$ cat src/mbe_pkg.sv
// ----------------------------------------------------------------------------
// mbe_pkg
// Shared types, constants and saturating helpers for the escape-time pixel
// engine.
// ----------------------------------------------------------------------------
package mbe_pkg;

  // channel widths (payload packed from bit 0, padded to whole bytes)
  localparam int IN_TDATA_W  = 24;
  localparam int OUT_TDATA_W = 40;

  localparam int CFG_ADDR_W = 2;
  localparam int CFG_DATA_W = 64;

  // register indexes on the configuration port
  localparam logic [CFG_ADDR_W-1:0] CFG_ORIGIN_RE = 2'd0;
  localparam logic [CFG_ADDR_W-1:0] CFG_ORIGIN_IM = 2'd1;
  localparam logic [CFG_ADDR_W-1:0] CFG_STEP_RE   = 2'd2;
  localparam logic [CFG_ADDR_W-1:0] CFG_STEP_IM   = 2'd3;

  // reset values, Q7.56
  localparam logic signed [63:0] ORIGIN_RE_RST = -64'sd180143985094819840;
  localparam logic signed [63:0] ORIGIN_IM_RST = -64'sd72057594037927936;
  localparam logic signed [63:0] STEP_RE_RST   = 64'sd184763061635712;
  localparam logic signed [63:0] STEP_IM_RST   = 64'sd187894638951572;

  localparam logic signed [63:0] FX_MAX = {1'b0, {63{1'b1}}};
  localparam logic signed [63:0] FX_MIN = {1'b1, {63{1'b0}}};

  // palette segments
  localparam logic [1:0] SEG_RG = 2'd0;  // red to green
  localparam logic [1:0] SEG_GB = 2'd1;  // green to blue
  localparam logic [1:0] SEG_BF = 2'd2;  // blue fading out

  // request to the shared multiplier
  typedef struct packed {
    logic start;
    logic fx_mode;  // 1: fixed-point product, 0: integer product (coordinate map)
    logic neg;      // sign of the product
  } mul_req_t;

  typedef struct packed {
    logic busy;
    logic done;
  } mul_rsp_t;

  function automatic logic signed [63:0] sat65(input logic [64:0] v);
    if (v[64] != v[63]) begin
      return v[64] ? FX_MIN : FX_MAX;
    end
    return v[63:0];
  endfunction

  function automatic logic signed [63:0] sat_add(input logic signed [63:0] a,
                                                 input logic signed [63:0] b);
    return sat65({a[63], a} + {b[63], b});
  endfunction

  function automatic logic signed [63:0] sat_sub(input logic signed [63:0] a,
                                                 input logic signed [63:0] b);
    return sat65({a[63], a} - {b[63], b});
  endfunction

  function automatic logic [63:0] mag64(input logic signed [63:0] v);
    return v[63] ? (64'd0 - v) : v;
  endfunction

endpackage

$ cat src/mbe_mul.sv
// ----------------------------------------------------------------------------
// mbe_mul
// Shared 64x64 sign-magnitude multiplier built from one 32x32 multiplier,
// four partial products per request, with floor rounding and saturation.
// ----------------------------------------------------------------------------
module mbe_mul import mbe_pkg::*; #(
  parameter int FRAC_BITS = 56
) (
  input  logic                clk,
  input  logic                rst_n,
  input  mul_req_t            req,
  input  logic [63:0]         a_mag,
  input  logic [63:0]         b_mag,
  output mul_rsp_t            rsp,
  output logic signed [63:0]  res
);

  logic        busy_r, busy_nxt;
  logic [2:0]  cnt_r, cnt_nxt;
  logic        done_r, done_nxt;
  logic [63:0] a_r, b_r;
  logic        fx_r, neg_r;
  logic [63:0] p_r;
  logic [1:0]  sh_r;
  logic [127:0] acc_r;
  logic signed [63:0] res_r;

  logic [31:0]  a_h, b_h;
  logic [63:0]  prod;
  logic [1:0]   sh;
  logic [127:0] pp;
  logic         ovf, rnd;
  logic [63:0]  q;
  logic signed [63:0] fin;

  // cnt 0..3: a0*b0, a0*b1, a1*b0, a1*b1
  assign a_h  = cnt_r[1] ? a_r[63:32] : a_r[31:0];
  assign b_h  = cnt_r[0] ? b_r[63:32] : b_r[31:0];
  assign prod = a_h * b_h;
  assign sh   = {1'b0, cnt_r[1]} + {1'b0, cnt_r[0]};
  assign pp   = {64'd0, p_r} << {sh_r, 5'd0};

  always_comb begin
    ovf = fx_r ? (|acc_r[127:64+FRAC_BITS]) : (|acc_r[127:64]);
    q   = fx_r ? acc_r[FRAC_BITS+63:FRAC_BITS] : acc_r[63:0];
    rnd = fx_r && neg_r && (|acc_r[FRAC_BITS-1:0]);
    if (ovf) begin
      fin = neg_r ? FX_MIN : FX_MAX;
    end else if (neg_r) begin
      // -(q + 1) is ~q
      if (rnd ? (q >= 64'h7FFF_FFFF_FFFF_FFFF) : (q >= 64'h8000_0000_0000_0000)) begin
        fin = FX_MIN;
      end else begin
        fin = rnd ? ~q : (64'd0 - q);
      end
    end else begin
      fin = q[63] ? FX_MAX : q;
    end
  end

  always_comb begin
    busy_nxt = busy_r;
    cnt_nxt  = cnt_r;
    done_nxt = 1'b0;
    if (req.start && !busy_r) begin
      busy_nxt = 1'b1;
      cnt_nxt  = 3'd0;
    end else if (busy_r) begin
      cnt_nxt = cnt_r + 3'd1;
      if (cnt_r == 3'd5) begin
        busy_nxt = 1'b0;
        done_nxt = 1'b1;
      end
    end
  end

  always_ff @(posedge clk) begin
    if (!rst_n) begin
      busy_r <= 1'b0;
      cnt_r  <= 3'd0;
      done_r <= 1'b0;
    end else begin
      busy_r <= busy_nxt;
      cnt_r  <= cnt_nxt;
      done_r <= done_nxt;
    end
  end

  always_ff @(posedge clk) begin
    if (req.start && !busy_r) begin
      a_r   <= a_mag;
      b_r   <= b_mag;
      fx_r  <= req.fx_mode;
      neg_r <= req.neg;
      acc_r <= '0;
    end else if (busy_r) begin
      if (cnt_r <= 3'd3) begin
        p_r  <= prod;
        sh_r <= sh;
      end
      if (cnt_r >= 3'd1 && cnt_r <= 3'd4) begin
        acc_r <= acc_r + pp;
      end
      if (cnt_r == 3'd5) begin
        res_r <= fin;
      end
    end
  end

  assign rsp.busy = busy_r;
  assign rsp.done = done_r;
  assign res      = res_r;

endmodule

$ cat config.mk
export PLATFORM = sky130hd
export DESIGN_NAME = mbe_mul
export DESIGN_NICKNAME = d
export VERILOG_FILES = /design/src/mbe_pkg.sv /design/src/mbe_mul.sv
export SDC_FILE = /design/constraint.sdc
export NUM_CORES = 2
export LEC_CHECK = 0
export BUFFER_PORTS_ARGS = -buffer_cell sky130_fd_sc_hd__buf_4
export CAP_MARGIN = 20
export CORE_UTILIZATION = 60
export DETAILED_ROUTE_END_ITERATION = 8
export MAX_ROUTING_LAYER = met4
export PLACE_DENSITY = 0.87
export SYNTH_ARGS = -nofsm -noshare
export SYNTH_HDL_FRONTEND = slang
export SYNTH_SLANG_ARGS = --single-unit
$ cat constraint.sdc
create_clock -name clk -period 27.3 [get_ports clk]
set_input_delay 5.46 -clock clk [delete_from_list [all_inputs] [get_ports clk]]
set_output_delay 5.46 -clock clk [all_outputs]
set_load 0.01 [all_outputs]
==> results.ini <==
[status]
status=complete, no violations

[floorplanning]
core_mm2=0.0953
initial_core_util_pct=60.8
dieHeight_um=313
fp-row-count=113
io_pins=199
dieArea_mm2=0.0979
die_x_um=313

[final_layout]
multiInputGateArea_mm2=0.0431
fillers=7735
seq_area_mm2=0.0105
drive_gt1_share_pct=7.61
final_nets=8001
syn_to_final_growth_pct=7.41
post-route-cell-area_mm2=0.0623

[routing]
num_vias=51600
drt_pass1_iterations=9
routed_wirelength_um=231000
drc_errors=0
wl_per_cell_um=29.2
viasPerCell=6.53
antenna_left=0
drtIter0Drc=6417

[setup_path]
endpoint_kind=flip-flop
worstPathMaxFanout=47
cp_slowest_cell=mux2i_4
crit_type=reg -> reg
critPathRequiredTime_ps=27700
cp_num_buf_inv=4
rrSetupSlack_ps=16760
crit_top_cell=fa_1
critical_path.startpoint_type=flip-flop
crit_family=adder cells
max_stage_delay_ps=970
arrival_ps=10940

[synthesis]
async_flop_share_pct=0
ys_types=84
ys.flop_type=edfxtp_1
yosys-top-cells-count=inv_1, fa_1, nand2_1
synthDominantCellAreaShare_pct=31.0
syn_inst=6580
netlist.top_cell.by_area=fa_1
synthTopCellsByArea=fa_1, edfxtp_1, ha_1, inv_1, nand2_1
synth_most_common_cell=inv_1
synth_edf_count=260
ys_seq_area_share_pct=18.1
syn_nets=8006
ys_ff_latch=393
yosysWarnings=0
netlist_area_mm2=0.0580
synth_area_per_cell_um2=8.81

[cts]
cts_sinks=393
clock_latency_ps=690
post_cts_buffers=0
path_clk_slew_ps=60
cts_buffer_depth=3
cts_tree=yes
hold_buffers=0
clock-root-buffer=clkbuf_16
h-tree-depth=2
cts_made_buffers=47
post_cts_resized=0

[placed_design]
pre_cts_ws_ps=17010
port_buffers=198
hpwl_um=185000
gp_congestion=1.11
placed_cell_area_mm2=0.0607

[global_route]
first_global_vias=51900
grt_max_degree=95
gr-total-overflow=0
grt_usage_pct=48.7
grt_first_pass_wirelength_um=337000
grt_antenna_before_repair=15

[sta]
setup_viol=0
timing.fmax_ghz=0.0948
drv_slew=0
worst_pin_slew_ps=1180
fin_crit_ps=10550
min_period_over_period_pct=38.6
rsz0062_at_grt=no
finalHoldViolations=0
hold_ws_ps=490
finalClockSkew_ps=64.1
setup_tns_ps=0
setup_ws_ps=16760
slew_headroom_pct=19.7

[worst_hold_path]
hp-class=reg -> reg

[run]
drv_cap=0

sequential cells by signal (all words and copies together), names as in the netlist:
signal and flops:
cnt_r 3, acc_r 128, p_r 64, fx_r 1, busy_r 1, b_r 64, done_r 1, sh_r 2
res 64, neg_r 1, a_r 64
cells in the final DEF (no fill, tap or decap), drive strengths merged, types with 58 or more instances in the layout:
| cell | Yosys | final |
|---|---|---|
| ha | 396 | 396 |
| dfxtp | 133 | 133 |
| nand3 | 91 | 91 |
| nand2 | 829 | 829 |
| mux2i | 162 | 162 |
| nor2 | 815 | 815 |
| mux2 | 71 | 71 |
| nor2b | 69 | 69 |
| a21o | 100 | 100 |
| inv | 910 | 910 |
| fa | 897 | 897 |
| buf | 36 | 283 |
| o21ai | 239 | 239 |
| clkbuf | 302 | 58 |
| and2 | 63 | 63 |
| edfxtp | 260 | 260 |
| nor3 | 65 | 65 |
| nand4 | 88 | 88 |
| a21oi | 391 | 391 |
| xnor2 | 125 | 125 |
cells by family after synthesis:
kind of cell	Yosys count	share of synthesized area, %
buf+inv	1248	8.13
mux	233	4.18
simple gates	2201	16.5
flops	393	18.1
xor+xnor	172	2.60
compound gates	1040	11.0
fa+ha+maj	1293	39.5
per-layer routing:
metal	vias to the layer above	share of wire (%)	track usage, %	wire (um)
li1	21500	-	-	-
met3	1024	12	13.5	28300
met4	0	8.8	33.4	20300
met1	25300	36	58.8	82200
met2	3751	43	71.0	99700
met5	-	0	-	0
area by class of cell:
cell class	count	share of cell area (%)
multi-input combinational	4939	69.1
sequential	393	16.8
inverter	910	5.50
timing repair buffer	284	3.42
tap	1265	2.54
clock buffer	57	1.98
clock inverter	28	0.500
antenna	23	0.0924
metrics by stage:
step,util (%),instances
final,65.4,7899
after global routing,65.3,7893
after CTS,65.3,7875
after detailed placement,63.7,7790
after global placement,63.7,7790
after floorplan,-,6580
final timing paths:
path / startpoint / to / cells after the start
worst max-delay path: cnt_r[1] / p_r[62] / 25
worst min-delay path: acc_r[127] / acc_r[127] / 2
worst max register to register: cnt_r[1] / p_r[62] / 25
worst min register to register: acc_r[127] / acc_r[127] / 2
worst register-to-register path, cell delays in order, from the launching register on:
cell	delay [ps]
dfxtp_4	620
buf_4	750
mux2i_4	1020
nor2_1	210
fa_1	570
inv_1	50
fa_1	520
inv_1	50
fa_1	490
fa_1	580
fa_1	430
fa_1	590
fa_1	460
fa_1	500
ha_1	480
and3_1	300
nand3_1	150
or3_1	370
inv_1	200
o2111ai_1	400
a31oi_1	480
a41o_1	360
a21oi_1	120
o21ai_0	310
a21oi_1	130
xnor2_1	140
Power is left out: the tool's default activity adds up to more than one toggle a clock period on the data nets, which glitch-free logic cannot reach.
