**config.mk**
```make
export PLATFORM = sky130hd
export DESIGN_NAME = mbe_pal
export DESIGN_NICKNAME = d
export VERILOG_FILES = /design/src/mbe_pkg.sv /design/src/mbe_pal.sv
export SDC_FILE = /design/constraint.sdc
export NUM_CORES = 1
export LEC_CHECK = 0
export BUFFER_PORTS_ARGS = -buffer_cell sky130_fd_sc_hd__buf_2
export CAP_MARGIN = 20
export CELL_PAD_IN_SITES_DETAIL_PLACEMENT = 2
export CELL_PAD_IN_SITES_GLOBAL_PLACEMENT = 2
export CORE_MARGIN = 2
export CORE_UTILIZATION = 45
export DETAILED_ROUTE_END_ITERATION = 6
export PLACE_DENSITY = 0.95
export SLEW_MARGIN = 20
export SYNTH_ARGS = -nofsm -noshare
export SYNTH_HDL_FRONTEND = slang
export SYNTH_SLANG_ARGS = --single-unit
```
**constraint.sdc**
```tcl
create_clock -name clk -period 11.89 [get_ports clk]
set_input_delay 1.7835 -clock clk [delete_from_list [all_inputs] [get_ports clk]]
set_output_delay 1.7835 -clock clk [all_outputs]
set_load 0.02 [all_outputs]
```
**src/mbe_pkg.sv**
```systemverilog
// ----------------------------------------------------------------------------
// mbe_pkg
// Shared types, constants and saturating helpers for the escape-time pixel
// engine.
// ----------------------------------------------------------------------------
package mbe_pkg;

  // channel widths (payload packed from bit 0, padded to whole bytes)
  localparam int IN_TDATA_W  = 24;
  localparam int OUT_TDATA_W = 40;

  localparam int CFG_ADDR_W = 2;
  localparam int CFG_DATA_W = 64;

  // register indexes on the configuration port
  localparam logic [CFG_ADDR_W-1:0] CFG_ORIGIN_RE = 2'd0;
  localparam logic [CFG_ADDR_W-1:0] CFG_ORIGIN_IM = 2'd1;
  localparam logic [CFG_ADDR_W-1:0] CFG_STEP_RE   = 2'd2;
  localparam logic [CFG_ADDR_W-1:0] CFG_STEP_IM   = 2'd3;

  // reset values, Q7.56
  localparam logic signed [63:0] ORIGIN_RE_RST = -64'sd180143985094819840;
  localparam logic signed [63:0] ORIGIN_IM_RST = -64'sd72057594037927936;
  localparam logic signed [63:0] STEP_RE_RST   = 64'sd184763061635712;
  localparam logic signed [63:0] STEP_IM_RST   = 64'sd187894638951572;

  localparam logic signed [63:0] FX_MAX = {1'b0, {63{1'b1}}};
  localparam logic signed [63:0] FX_MIN = {1'b1, {63{1'b0}}};

  // palette segments
  localparam logic [1:0] SEG_RG = 2'd0;  // red to green
  localparam logic [1:0] SEG_GB = 2'd1;  // green to blue
  localparam logic [1:0] SEG_BF = 2'd2;  // blue fading out

  // request to the shared multiplier
  typedef struct packed {
    logic start;
    logic fx_mode;  // 1: fixed-point product, 0: integer product (coordinate map)
    logic neg;      // sign of the product
  } mul_req_t;

  typedef struct packed {
    logic busy;
    logic done;
  } mul_rsp_t;

  function automatic logic signed [63:0] sat65(input logic [64:0] v);
    if (v[64] != v[63]) begin
      return v[64] ? FX_MIN : FX_MAX;
    end
    return v[63:0];
  endfunction

  function automatic logic signed [63:0] sat_add(input logic signed [63:0] a,
                                                 input logic signed [63:0] b);
    return sat65({a[63], a} + {b[63], b});
  endfunction

  function automatic logic signed [63:0] sat_sub(input logic signed [63:0] a,
                                                 input logic signed [63:0] b);
    return sat65({a[63], a} - {b[63], b});
  endfunction

  function automatic logic [63:0] mag64(input logic signed [63:0] v);
    return v[63] ? (64'd0 - v) : v;
  endfunction

endpackage

```
**src/mbe_pal.sv**
```systemverilog
// ----------------------------------------------------------------------------
// mbe_pal
// Three-segment palette: picks the segment from the iteration count and
// finds the ramp value by reciprocal multiplication with the segment length.
// ----------------------------------------------------------------------------
module mbe_pal import mbe_pkg::*; #(
  parameter int MAX_ITER = 256,
  parameter int CNT_W    = 9
) (
  input  logic             clk,
  input  logic             rst_n,
  input  logic             start,
  input  logic [CNT_W-1:0] n,
  input  logic             esc,
  output logic             done,
  output logic [7:0]       red,
  output logic [7:0]       green,
  output logic [7:0]       blue
);

  localparam int SEG = MAX_ITER / 3;
  localparam int DW  = CNT_W + 8;
  // floor(x / SEG) is (x * RECIP) >> QK for every x below 2**DW
  localparam int QK  = DW + $clog2(SEG);
  localparam int MW  = DW + 2;
  localparam int QW  = DW + MW - QK;
  localparam logic [MW-1:0] RECIP =
    MW'(((longint'(1) << QK) + longint'(SEG) - 1) / longint'(SEG));

  localparam logic [1:0] P_IDLE = 2'd0;
  localparam logic [1:0] P_DIV  = 2'd1;
  localparam logic [1:0] P_FIN  = 2'd2;

  logic [1:0]     state_r, state_nxt;
  logic           done_r, done_nxt;
  logic           esc_r;
  logic [1:0]     seg_r;
  logic [DW-1:0]  num_r;
  logic [QW-1:0]  quo_r;
  logic [7:0]     red_r, green_r, blue_r;

  logic [1:0]       seg_sel;
  logic [CNT_W-1:0] t;
  logic [DW-1:0]    num0;
  logic [DW+MW-1:0] prod;
  logic [7:0]       v;

  always_comb begin
    if (n < CNT_W'(SEG)) begin
      seg_sel = SEG_RG;
      t       = n;
    end else if (n < CNT_W'(2 * SEG)) begin
      seg_sel = SEG_GB;
      t       = n - CNT_W'(SEG);
    end else begin
      seg_sel = SEG_BF;
      t       = n - CNT_W'(2 * SEG);
    end
    // t * 255
    num0 = {t, 8'd0} - {8'd0, t};
  end

  assign prod = num_r * RECIP;
  assign v    = (|quo_r[QW-1:8]) ? 8'hFF : quo_r[7:0];

  always_comb begin
    state_nxt = state_r;
    done_nxt  = 1'b0;
    case (state_r)
      P_IDLE: begin
        if (start) begin
          state_nxt = esc ? P_DIV : P_FIN;
        end
      end
      P_DIV: begin
        state_nxt = P_FIN;
      end
      P_FIN: begin
        done_nxt  = 1'b1;
        state_nxt = P_IDLE;
      end
      default: state_nxt = P_IDLE;
    endcase
  end

  always_ff @(posedge clk) begin
    if (!rst_n) begin
      state_r <= P_IDLE;
      done_r  <= 1'b0;
    end else begin
      state_r <= state_nxt;
      done_r  <= done_nxt;
    end
  end

  always_ff @(posedge clk) begin
    if (state_r == P_IDLE && start) begin
      esc_r <= esc;
      seg_r <= seg_sel;
      num_r <= num0;
    end
    if (state_r == P_DIV) begin
      quo_r <= prod[DW+MW-1:QK];
    end
    if (state_r == P_FIN) begin
      red_r   <= 8'd0;
      green_r <= 8'd0;
      blue_r  <= 8'd0;
      if (esc_r) begin
        case (seg_r)
          SEG_RG: begin
            red_r   <= 8'hFF - v;
            green_r <= v;
          end
          SEG_GB: begin
            green_r <= 8'hFF - v;
            blue_r  <= v;
          end
          default: blue_r <= 8'hFF - v;
        endcase
      end
    end
  end

  assign done  = done_r;
  assign red   = red_r;
  assign green = green_r;
  assign blue  = blue_r;

`ifndef SYNTH
  a_start_idle: assert property (@(posedge clk) disable iff (!rst_n)
    start |-> (state_r == P_IDLE))
    else $error("palette request while busy");

  a_black: assert property (@(posedge clk) disable iff (!rst_n)
    (done_r && !esc_r) |-> (red_r == 8'd0 && green_r == 8'd0 && blue_r == 8'd0))
    else $error("point that stayed bounded is not black");

  a_done_pulse: assert property (@(posedge clk) disable iff (!rst_n)
    done_r |=> !done_r)
    else $error("palette done held for more than one cycle");
`endif

endmodule

```
==> flow_summary.toml, run 1 <==
[routing]
drt-wirelength-per-cell_um = 25.4
wl_mm = 18.8
vias = 4406
drt_pre_antenna_iters = 4
antenna_left = 0
viasPerCell = 5.94
drc = 0
drt-initial-drc-count = 189

[floorplanning]
fp.coreArea_sq_um = 12200
rows = 40
top_level_ports = 38
fp.dieW_um = 116
dieHeight_um = 116
start_util = 0.466
die_area_sq_um = 13500

[power]
powerDensity_nw_per_um2 = 239
power.total_mw = 1.51
ir_worst_vdd_mv = 0.0954
p_leak_nw = 2.84

[finish]
finalNetCount = 728
seqCellArea_sq_um = 1710
fillCellCount = 1225
multiInputGateArea_sq_um = 3670
area_growth_pct = 12.0
drive_gt1_frac = 0.136
antennaDiodeCount = 0

[setup_path]
cp_max_fo = 4
cp_slowest_stage_delay_ps = 700
ff2ff_setup_slack_ps = 6360
path_cells = "ha_1 > ha_1 > inv_1 > fa_1 > fa_1 > inv_1 > ha_1 > ha_1 > ha_1 > inv_1 > a2111oi_0 > nor4_1 > a21oi_1 > o41a_1 > mux2i_1 > nand3_1"
cp_common_cell = "ha_1"
r2r_end = "quo_r[9]"
cp_slowest_cell = "a2111oi_0"
r2r-start = "num_r[7]"
start_kind = "flop"
cp_data_required_time_ps = 11980
reg2reg_depth = 16
end_kind = "flop"
crit_start = "num_r[7]"
critPathArrivalTime_ps = 5620
criticalPathCategory = "reg2reg"
critPathCapture = "quo_r[9]"

[timing]
maxSlewHeadroom = 0.474
period_share = 0.465
finalSetupViolCount = 0
hold_viol = 0
setup_tns_ps = 0
tightest_slew_ps = 770
fin_crit_ps = 5530
fin_worst_skew_ps = 12.2
rsz0062_at_grt = "false"
max_freq_ghz = 0.181
maxSlewViolCount = 0

[synth]
yosysMostFrequentCell = "ha_1"
synthAdderAreaFrac = 0.354
synthCells = 533
synth.area.mux_share = 0.00729
yosysWarnings = 0
ys_seq_area_frac = 0.302
synth-simple-area-share = 0.111
ys_seq_elements = 58
synth_top_family_by_area = "adder cells"
netlist-cell-type-count = 71
synth_area_per_cell_sq_um = 10.6
synthXorXnorAreaFrac = 0.0480
synth_fp_nets = 692
ys_top_cells_by_area = "edfxtp_1 29%, ha_1 27%, fa_1 8.5%"
yosys-top-cells-count = "122 x ha_1, 59 x inv_1, 55 x edfxtp_1, 29 x nor2_1, 24 x fa_1"
async_flop_share = 0
synth_ff_type = "edfxtp_1"
yosys.area.top_type = "edfxtp_1"
netlist_area_sq_um = 5660
synth_edf_count = 55
synth_compound_area_frac = 0.125
synth_top_area_frac = 0.292

[global_routing]
grt_usage = 0.300
first_global_vias = 5222
grt_max_degree = 26
grt_overflow = 0
antenna_found_initial = 0
grt_pass1_wl_mm = 29.7

[clock_network]
cts_root_buffer = "clkbuf_16"
cts_tree = "built"
cts.sinks = 58
cts_resized = 0
clock_path_buffers = 2
postCtsHoldBufs = 0
path_clk_slew_ps = 60
numCtsBuffers = 9
cts_setup_buffers = 0
htree_levels = 3
clk_latency_ps = 350

[flow_run]
drv_cap = 0

[place]
io_buffers = 37
gp_congestion = 0.855
dp_hpwl_mm = 14.3

[hold_path]
hp-class = "reg2reg"

[run_status]
outcome = "finished clean"
## logic make-up after synthesis
kind of cell             count (synthesis)
multiplexers                             4
adder cells (fa/ha/maj)                146
buffers and inverters                   74
XOR/XNOR                                31
AO/OA/AOI/OAI                          100
AND/OR/NAND/NOR                        120
flip-flops                              58
## registers in the layout, summed over array words and instances (netlist names)
name,count
done,1
blue,8
quo_r,11
red,8
green,8
seg_r,2
num_r,17
esc_r,1
state_r,2
## worst max-delay path: cells and delay by family (launching register included)
family,cells,cell delay (ps)
and+or+nand+nor,2,200
DFF,1,470
muxes,1,230
adders and majority gates,7,2620
buffers and inverters,3,180
AOI/OAI and AO/OA,3,1580
## per-stage QoR
stage | utilization | cells | cell area (sq um) | hold WS, ps | setup slack, ps
after floorplan | - | 533 | 5660 | 436 | 7380
after global placement | 0.494 | 726 | 6010 | 471 | 7020
after detailed placement | 0.494 | 726 | 6010 | 491 | 6540
after CTS | 0.521 | 742 | 6330 | 507 | 6430
after global routing | 0.522 | 742 | 6340 | 571 | 6210
final | 0.522 | 742 | 6340 | 549 | 6360
## placed cells by master (no fill, tap or decap), types with 4 or more instances in the layout
| master | n |
|---|---|
| a21boi_0 | 11 |
| a21oi_1 | 19 |
| a31oi_1 | 5 |
| buf_2 | 37 |
| clkbuf_16 | 9 |
| edfxtp_1 | 55 |
| fa_1 | 24 |
| ha_1 | 122 |
| inv_1 | 59 |
| nand2_1 | 18 |
| nand3_1 | 13 |
| nor2_1 | 29 |
| nor3_1 | 20 |
| nor4_1 | 6 |
| o21ai_0 | 23 |
| or3_1 | 4 |
| xnor2_1 | 16 |
| xor2_1 | 15 |
## layout make-up
cell class / instances / share of cell area
Tap cell: 168 / 0.0331
Inverter: 61 / 0.0361
Clock inverter: 7 / 0.0160
Sequential cell: 58 / 0.270
Clock buffer: 9 / 0.0355
Multi-Input combinational cell: 401 / 0.579
Timing Repair Buffer: 38 / 0.0304
## routing by layer
layer,part of all wire,vias to the layer above,global-route usage
met3,0.033,69,0.0457
li1,-,2005,-
met5,0,-,0
met4,0.051,0,0.160
met1,0.36,2185,0.305
met2,0.56,147,0.585
## worst min-delay path by stage
| stage | from | end | slack (ps) | depth (start not counted) |
|---|---|---|---|---|
| after CTS | state_r[1] | state_r[1] | 510 | 1 |
| final | state_r[1] | state_r[1] | 550 | 1 |
| after detailed placement | state_r[1] | state_r[1] | 490 | 1 |
| after floorplan | state_r[1] | state_r[1] | 440 | 1 |
| after global placement | state_r[1] | state_r[1] | 470 | 1 |
| after global routing | state_r[1] | state_r[1] | 570 | 1 |
## report_power, final
group          total, mW  internal [mW]  leakage [nW]  switching (mW)
sequential         0.295          0.272         0.530          0.0235
combinational      0.926          0.367          2.16           0.559
clock              0.293          0.185         0.153           0.108
total               1.51          0.824          2.84           0.690
(Power assumes the default switching activity.)
==> run 2: changes to the inputs <==
- CORE_UTILIZATION: 45 -> 41
- PLACE_DENSITY: 0.95 -> 0.93
- clock period: 11.89 -> 5.1 ns (I/O delays scaled with it)
==> run 2 against run 1 <==
Net effect:
- critical path depth grew 1
- sequential share of layout area down 1.3 points
- combinational power grew to 2.9 times the previous value
- non-clock buffer count up 7
- sequential power rose by 130%
- routed wire length is 5.1% lower
- cell area is 5.0% higher
- clock skew down 0.53 ps
- utilization is 2.3 points lower
- maximum frequency rose by 10%
- via count is 1.1% lower
- setup slack got worse by 6300 ps
- critical endpoint unchanged
==> flow_summary.toml, run 2 (synthesis results as in run 1) <==
[finish]
antennaDiodeCount = 0
final_common_cell = "ha_1"
drive_gt1_frac = 0.194
top_register = "num_r"
finalNetCount = 735
area_growth_pct = 17.6
fillCellCount = 1379
largest_register_ffs = 17
final_area_sq_um = 6660
largestRegisters = "num_r (17), quo_r (11)"
mostFrequentLayoutCells = "112 x ha_1, 58 x inv_1, 55 x edfxtp_1"

[floorplanning]
fp.dieW_um = 122
fp.coreArea_sq_um = 13300
top_level_ports = 38
die_area_sq_um = 14800
rows = 42
start_util = 0.424
dieHeight_um = 122

[clock_network]
clk_latency_ps = 350
path_clk_slew_ps = 60
cts.sinks = 58
cts_root_buffer = "clkbuf_16"
htree_levels = 3
numCtsBuffers = 9
cts_tree = "built"
clock_path_buffers = 2

[routing]
antenna_left = 0
drt-wirelength-per-cell_um = 23.6
viasPerCell = 5.76
wl_mm = 17.9
drt_pre_antenna_iters = 4
vias = 4359
drc = 0
drt-initial-drc-count = 141

[setup_path]
start_kind = "flop"
path_cells = "buf_4 > ha_1 > ha_1 > inv_1 > fa_1 > inv_1 > ha_1 > ha_1 > ha_1 > ha_1 > a21oi_2 > o31ai_4 > nor4_2 > a21oi_2 > o41a_1 > mux2i_1 > nand3_1"
cp_data_required_time_ps = 5190
cp_slowest_cell = "edfxtp_1"
critPathArrivalTime_ps = 5120
end_kind = "flop"
r2r-start = "num_r[8]"
reg2reg_depth = 17
criticalPathCategory = "reg2reg"
r2r_end = "quo_r[9]"
cp_slowest_stage_delay_ps = 510
ff2ff_setup_slack_ps = 70
cp_max_fo = 4
cp_common_cell = "ha_1"

[hold_path]
hold-path-cell-count = 1
hp-class = "reg2reg"
holdPathEnd = "state_r[1]"
min_from = "state_r[1]"

[power]
combPwrFrac = 0.652
p_switching_mw = 1.88
p_leak_nw = 2.91
seq_power_share = 0.169
powerDensity_nw_per_um2 = 613
p_clk_frac = 0.180
p_sw_frac = 0.462
p_int_mw = 2.20
ir_worst_vdd_mv = 0.230

[place]
gp_congestion = 0.825
place_worst_setup_slack_ps = -174
dp_hpwl_mm = 13.7
placed_area_sq_um = 6030
io_buffers = 37

[global_routing]
grt_usage = 0.243
grt_max_degree = 26
antenna_found_initial = 0
grt_overflow = 0
grt_pass1_wl_mm = 26.8
first_global_vias = 5013

[timing]
max_freq_ghz = 0.199
fin_crit_ps = 5030
fin_worst_skew_ps = 11.7
hold_viol = 0
finalSetupViolCount = 0
period_share = 0.986
maxSlewHeadroom = 0.369
tightest_slew_ps = 945
fin_ws_ps = 69.2
maxSlewViolCount = 0

[run_status]
outcome = "finished clean"

[flow_run]
drv_cap = 0
run 2: cell types whose count changed in the layout (fill, tap and decap cells not counted), moves of 2 or more:
cell / previous run / this run
clkinvlp_4: 2 / 0
ha_4: 0 / 9
a21oi_2: 1 / 7
ha_1: 122 / 112
buf_4: 1 / 8
a21oi_1: 19 / 12
o21ai_0: 23 / 21
run 2: final cells by class:
type / instances / area, sq um / share of cell area
Clock buffer: 9 / 225 / 0.0338
Clock inverter: 7 / 125 / 0.0188
Inverter: 61 / 229 / 0.0344
Multi-Input combinational cell: 401 / 3900 / 0.586
Sequential cell: 58 / 1710 / 0.257
Tap cell: 176 / 220 / 0.0331
Timing Repair Buffer: 45 / 245 / 0.0368
run 2: worst max path at each step:
stage,from,endpoint
after floorplan,num_r[7],quo_r[9]
after global placement,num_r[7],quo_r[9]
after detailed placement,num_r[8],quo_r[9]
after CTS,num_r[5],quo_r[3]
after global routing,num_r[8],quo_r[9]
final,num_r[8],quo_r[9]
run 2: worst max-delay path: cells and delay by family (launching register included):
family / cells / cell delay (ps)
AO/OA/AOI/OAI: 4 / 1110
adder cells (fa/ha/maj): 7 / 2220
buffers and inverters: 3 / 330
flip-flops: 1 / 510
multiplexers: 1 / 180
AND/OR/NAND/NOR: 2 / 420
run 2: layer usage:
metal  part of all wire  vias up  global-route usage
met1               0.35     2180               0.243
met4              0.052        0               0.126
met3              0.032       57              0.0432
met5                  0        -                   0
li1                   -     2018                   -
met2               0.56      104               0.474
run 2: power by group through the flow:
stage / clock (mW) / combinational [mW] / sequential (mW)
2_1_floorplan: 0 / 1.35 / 0.681
3_3_place_gp: 0 / 1.72 / 0.684
3_5_place_dp: 0 / 1.99 / 0.692
4_1_cts: 0.737 / 2.12 / 0.684
5_1_grt: 0.755 / 2.88 / 0.692
6_report: 0.732 / 2.66 / 0.688
run 2: stage by stage:
| stage | util | cells | setup TNS [ps] | hold slack [ps] | total power [mW] |
|---|---|---|---|---|---|
| 2_1_floorplan | - | 533 | 0 | 436 | 2.03 |
| 3_3_place_gp | 0.452 | 736 | 0 | 475 | 2.40 |
| 3_5_place_dp | 0.452 | 736 | -536 | 505 | 2.68 |
| 4_1_cts | 0.480 | 752 | 0 | 538 | 3.54 |
| 5_1_grt | 0.499 | 757 | -164 | 565 | 4.33 |
| 6_report | 0.499 | 757 | 0 | 560 | 4.08 |
run 2: timing repair:
action                     CTS  global route
resized for setup            7            32
pin swaps                    0             9
setup buffers                0             5
setup endpoints to repair    6             7
hold buffers                 0             0
